## config.mk

```make
export PLATFORM = sky130hd
export DESIGN_NAME = rrc_ctrl
export DESIGN_NICKNAME = d
export VERILOG_FILES = /design/src/rtl/rrc_pkg.sv /design/src/rtl/rrc_ctrl.sv
export SDC_FILE = /design/constraint.sdc
export NUM_CORES = 1
export LEC_CHECK = 0
export BUFFER_PORTS_ARGS = -buffer_cell sky130_fd_sc_hd__buf_2
export CELL_PAD_IN_SITES_DETAIL_PLACEMENT = 1
export CELL_PAD_IN_SITES_GLOBAL_PLACEMENT = 2
export CORE_AREA = 2 2 39 41
export CTS_CLUSTER_DIAMETER = 30
export DETAILED_ROUTE_END_ITERATION = 7
export DIE_AREA = 0 0 41 43
export PLACE_DENSITY = 0.58
export SKIP_LAST_GASP = 1
export SLEW_MARGIN = 10
export SYNTH_ARGS = -nofsm -noshare
export SYNTH_HDL_FRONTEND = slang
export SYNTH_SLANG_ARGS = --single-unit
```

## constraint.sdc

```tcl
create_clock -name clk -period 1.3 [get_ports clk]
set_input_delay 0.13 -clock clk [delete_from_list [all_inputs] [get_ports clk]]
set_output_delay 0.13 -clock clk [all_outputs]
set_load 0.01 [all_outputs]
```

## src/rtl/rrc_pkg.sv

```systemverilog
// Shared types and constants for the row reservation conflict check unit.
// No dependencies; imported by the controller, datapath and top level.
package rrc_pkg;

    localparam int ROWS_DEF    = 1024;
    localparam int ID_BITS_DEF = 32;

    localparam int CMD_W = 2;
    localparam int ROW_W = 10;
    localparam int TXN_W = 32;

    // pass codes carried on the command port
    localparam logic [CMD_W-1:0] CMD_RESERVE = 2'd0;
    localparam logic [CMD_W-1:0] CMD_CHECK   = 2'd1;
    localparam logic [CMD_W-1:0] CMD_RELEASE = 2'd2;

    typedef enum logic [1:0] {
        ST_CLEAR,
        ST_IDLE,
        ST_LOOKUP,
        ST_EXEC
    } state_t;

    // controller -> datapath
    typedef struct packed {
        logic clear;   // write free value at the clear counter
        logic load;    // capture a new access
        logic lookup;  // table read at the reduced row
        logic exec;    // update tables and flags, issue result
    } ctl_t;

    // datapath -> controller
    typedef struct packed {
        logic clr_last;
    } sts_t;

endpackage

```

## src/rtl/rrc_ctrl.sv

```systemverilog
// Sequencing state machine for the row reservation conflict check unit.
// Depends on rrc_pkg for state_t, ctl_t and sts_t.
module rrc_ctrl (
    input  logic          clk,
    input  logic          rst_n,
    input  logic          start,
    input  rrc_pkg::sts_t sts,
    output rrc_pkg::ctl_t ctl,
    output logic          busy
);
    import rrc_pkg::*;

    state_t state_reg;
    state_t state_next;

    always_ff @(posedge clk or negedge rst_n)
    begin
        if (!rst_n)
        begin
            state_reg <= ST_CLEAR;
        end
        else
        begin
            state_reg <= state_next;
        end
    end

    always_comb
    begin
        state_next = state_reg;
        case (state_reg)
            ST_CLEAR:
            begin
                if (sts.clr_last)
                begin
                    state_next = ST_IDLE;
                end
            end
            ST_IDLE:
            begin
                if (start)
                begin
                    state_next = ST_LOOKUP;
                end
            end
            ST_LOOKUP: state_next = ST_EXEC;
            ST_EXEC:   state_next = ST_IDLE;
            default:   state_next = ST_CLEAR;
        endcase
    end

    always_comb
    begin
        ctl  = '0;
        busy = 1'b1;
        case (state_reg)
            ST_CLEAR:  ctl.clear = 1'b1;
            ST_IDLE:
            begin
                busy     = 1'b0;
                ctl.load = start;
            end
            ST_LOOKUP: ctl.lookup = 1'b1;
            ST_EXEC:   ctl.exec = 1'b1;
            default:   busy = 1'b1;
        endcase
    end

endmodule

```

==> impl_metrics.xml <==
<?xml version="1.0" encoding="UTF-8"?>
<metrics>
  <group name="job">
    <metric name="count_of_max_cap_constraint_violations" unit="">0</metric>
  </group>
  <group name="global_route">
    <metric name="grt_start_max_net_pins" unit="">4</metric>
    <metric name="globalRouteTotalUtil" unit="">0.0522</metric>
    <metric name="first_global_vias" unit="">174</metric>
    <metric name="grt_first_pass_wirelength" unit="um">627</metric>
    <metric name="grt-ovfl-total" unit="">0</metric>
    <metric name="grt_antenna_before_repair" unit="">0</metric>
  </group>
  <group name="floorplanning">
    <metric name="chipWidth" unit="um">41</metric>
    <metric name="die_span_y" unit="um">43</metric>
    <metric name="initial_core_util" unit="">0.120</metric>
    <metric name="io_pins" unit="">9</metric>
    <metric name="core.rowCount" unit="">14</metric>
    <metric name="core" unit="sq um">1380</metric>
    <metric name="dieArea" unit="sq um">1760</metric>
  </group>
  <group name="timing">
    <metric name="max-slew-margin-rel" unit="">0.912</metric>
    <metric name="fin_tns_setup" unit="ns">0</metric>
    <metric name="final.setup_skew" unit="ns">0.00404</metric>
    <metric name="timing.hold.ws" unit="ns">0.223</metric>
    <metric name="final_setup_violation_count" unit="">0</metric>
    <metric name="final.min_clock_period" unit="ns">1.27</metric>
    <metric name="timing_max_transition_violations_final" unit="">0</metric>
    <metric name="worst-slew-pin-transition" unit="ns">0.130</metric>
    <metric name="layout_setup_ws" unit="ns">0.0314</metric>
    <metric name="post-route-period-util" unit="">0.976</metric>
    <metric name="rsz0062_at_grt" unit="">yes</metric>
    <metric name="finalHoldViolations" unit="">0</metric>
    <metric name="achievable-frequency" unit="GHz">0.788</metric>
  </group>
  <group name="drt">
    <metric name="drt-vias-per-instance" unit="">3.40</metric>
    <metric name="drt-initial-drc-count" unit="">0</metric>
    <metric name="routed_wirelength" unit="um">383</metric>
    <metric name="post_drt_wl_per_cell" unit="um">8.15</metric>
    <metric name="iteration_count_of_the_initial_detailed_routing_pass" unit="">1</metric>
    <metric name="drtAntennaViolNets" unit="">0</metric>
    <metric name="vias" unit="">160</metric>
    <metric name="drc" unit="">0</metric>
  </group>
  <group name="min_path">
    <metric name="holdCritPathClass" unit="">input pin to async pin</metric>
  </group>
  <group name="synth">
    <metric name="ys_seq_elements" unit="">2</metric>
    <metric name="share_of_the_yosys_chip_area_belonging_to_registers" unit="">0.301</metric>
    <metric name="yosysWarnings" unit="">0</metric>
    <metric name="post_synth_instance_area" unit="sq um">166</metric>
    <metric name="post-synth-top-area-fraction" unit="">0.301</metric>
    <metric name="cells_after_synth" unit="">16</metric>
    <metric name="syn-num-nets" unit="">24</metric>
    <metric name="post-synth-top-area-cell" unit="">dfrtp_1</metric>
    <metric name="netlist_top_cells_area" unit="">dfrtp_1 30%, ha_1 30%, inv_1 9.0%, mux2_4 9.0%, nor2b_4 8.3%</metric>
    <metric name="post_synth_num_cell_types" unit="">8</metric>
    <metric name="synthesis.area_per_instance" unit="sq um">10.4</metric>
  </group>
  <group name="clock_tree">
    <metric name="tritoncts" unit="">done</metric>
    <metric name="tritoncts_num_sinks" unit="">2</metric>
    <metric name="ctsRootBufferMaster" unit="">clkbuf_4</metric>
    <metric name="clk_pin_slew_worst_paths" unit="ns">0.03</metric>
    <metric name="clk_path_buf_depth" unit="">2</metric>
    <metric name="tritoncts.num_buffers" unit="">3</metric>
    <metric name="cts_htree_levels" unit="">1</metric>
    <metric name="clock_insertion_delay_worst_skew" unit="ns">0.22</metric>
  </group>
  <group name="place">
    <metric name="dpl-instance-area" unit="sq um">236</metric>
    <metric name="port-buffer-count" unit="">8</metric>
    <metric name="post-dp-hpwl" unit="um">309</metric>
    <metric name="globalplace.congestion" unit="">0.565</metric>
    <metric name="post-place-ws" unit="ns">-0.0401</metric>
  </group>
  <group name="setup_path">
    <metric name="cp.buffers_inverters" unit="">1</metric>
    <metric name="path_cells" unit="">inv_2, ha_4, nor2b_4, a21oi_2, mux2_4</metric>
    <metric name="number_of_cells_on_the_worst_reg_to_reg_path" unit="">5</metric>
    <metric name="worst-setup-path-type" unit="">flip-flop to flip-flop</metric>
    <metric name="startpoint_type_of_the_worst_setup_path" unit="">flip-flop</metric>
    <metric name="r2r_setup_slack" unit="ns">0.03</metric>
    <metric name="cp_slowest_stage_delay" unit="ns">0.39</metric>
    <metric name="crit_arrival" unit="ns">1.37</metric>
    <metric name="highest_delay_cell_along_the_critical_path" unit="">dfrtp_2</metric>
    <metric name="rr_startpoint" unit="">state_reg[0]</metric>
    <metric name="timing.critical_path.fanout_max" unit="">3</metric>
    <metric name="timing.critical_path.max_delay_family" unit="">flip-flops</metric>
    <metric name="crit_path_start" unit="">state_reg[0]</metric>
    <metric name="cp_num_cells" unit="">5</metric>
    <metric name="nature_of_the_critical_path_endpoint" unit="">flip-flop</metric>
    <metric name="crit-reg2reg-capture" unit="">state_reg[1]</metric>
    <metric name="required" unit="ns">1.40</metric>
    <metric name="setup.worst_path.end" unit="">state_reg[1]</metric>
  </group>
  <group name="power">
    <metric name="power.density" unit="nW/um^2">2250</metric>
    <metric name="vdd_ir_drop_max" unit="mV">0.440</metric>
    <metric name="leakage_component_of_the_power" unit="nW">0.157</metric>
  </group>
  <group name="final_layout">
    <metric name="layout.nets" unit="">41</metric>
    <metric name="layout_commonest_cell" unit="">buf_2</metric>
    <metric name="most-common-layout-cells" unit="">8 x buf_2, 3 x inv_2, 3 x clkbuf_4, 3 x buf_4</metric>
    <metric name="largest_register_ffs" unit="">2</metric>
    <metric name="antennaDiodeCount" unit="">0</metric>
    <metric name="post-route-cell-area" unit="sq um">310</metric>
    <metric name="area.growth.synth_to_final" unit="%">86.5</metric>
    <metric name="fraction_of_final_layout_cells_with_drive_strength_greater_than_1" unit="">0.774</metric>
    <metric name="layout.core_utilization" unit="">0.224</metric>
    <metric name="fillCellCount" unit="">161</metric>
  </group>
  <group name="run_status">
    <metric name="status" unit="">completed</metric>
  </group>
</metrics>
[logic make-up after synthesis]
logic type	count (synthesis)	share of synthesized area
AND/OR/NAND/NOR	2	0.105
multiplexers	1	0.0902
buffers and inverters	4	0.0902
flip-flops	2	0.301
AO/OA/AOI/OAI	3	0.113
adder cells (fa/ha/maj)	4	0.301
[worst min path at each step]
stage	start	end	depth (start not counted)
6_report	rst_n	state_reg[1]	2
2_1_floorplan	rst_n	state_reg[0]	0
3_5_place_dp	rst_n	state_reg[1]	1
4_1_cts	rst_n	state_reg[1]	2
5_1_grt	rst_n	state_reg[1]	2
3_3_place_gp	rst_n	state_reg[1]	1
[power breakdown]
group	internal, W	total [W]	switching (W)
Combinational	0.000235	0.000436	0.000201
Sequential	0.0000956	0.000125	0.0000297
Clock	0.000102	0.000136	0.0000340
Total	0.000432	0.000697	0.000265
[cells in the mapped netlist]
cell type / n
dfrtp_1: 2
mux2_4: 1
ha_1: 4
nor2_1: 1
a21oi_2: 1
o21ai_0: 2
nor2b_4: 1
inv_1: 4
[per-stage QoR]
step           total power (W)  cells
6_report              0.000697     47
2_1_floorplan         0.000339     16
5_1_grt               0.000786     47
3_5_place_dp          0.000463     41
3_3_place_gp          0.000446     41
4_1_cts               0.000631     46
[metal layers]
metal | vias to the layer above | share of wire | GRT usage | wire (um)
met5 | - | 0 | 0 | 0
met4 | 0 | 0 | 0.0400 | 0
met3 | 0 | 0.097 | 0.0157 | 37
met2 | 8 | 0.45 | 0.0750 | 173
met1 | 73 | 0.45 | 0.0609 | 172
li1 | 79 | - | - | -
[cell type report]
| type | count | area [sq um] | share of cell area |
|---|---|---|---|
| inverters | 4 | 15.0 | 0.0484 |
| flip-flops and latches | 2 | 51.3 | 0.165 |
| multi-input cells | 10 | 129 | 0.415 |
| repair buffers | 12 | 72.6 | 0.234 |
| well taps | 16 | 20.0 | 0.0645 |
| clock buffers | 3 | 22.5 | 0.0726 |
[timing repair]
action	in CTS	in global routing
hold endpoints to repair	2	0
gates cloned	0	0
hold buffers	1	0
pin swaps	0	2
gates resized for setup	2	6
setup buffers	1	1
endpoints found under the setup margin	2	2
(Power assumes the default switching activity.)
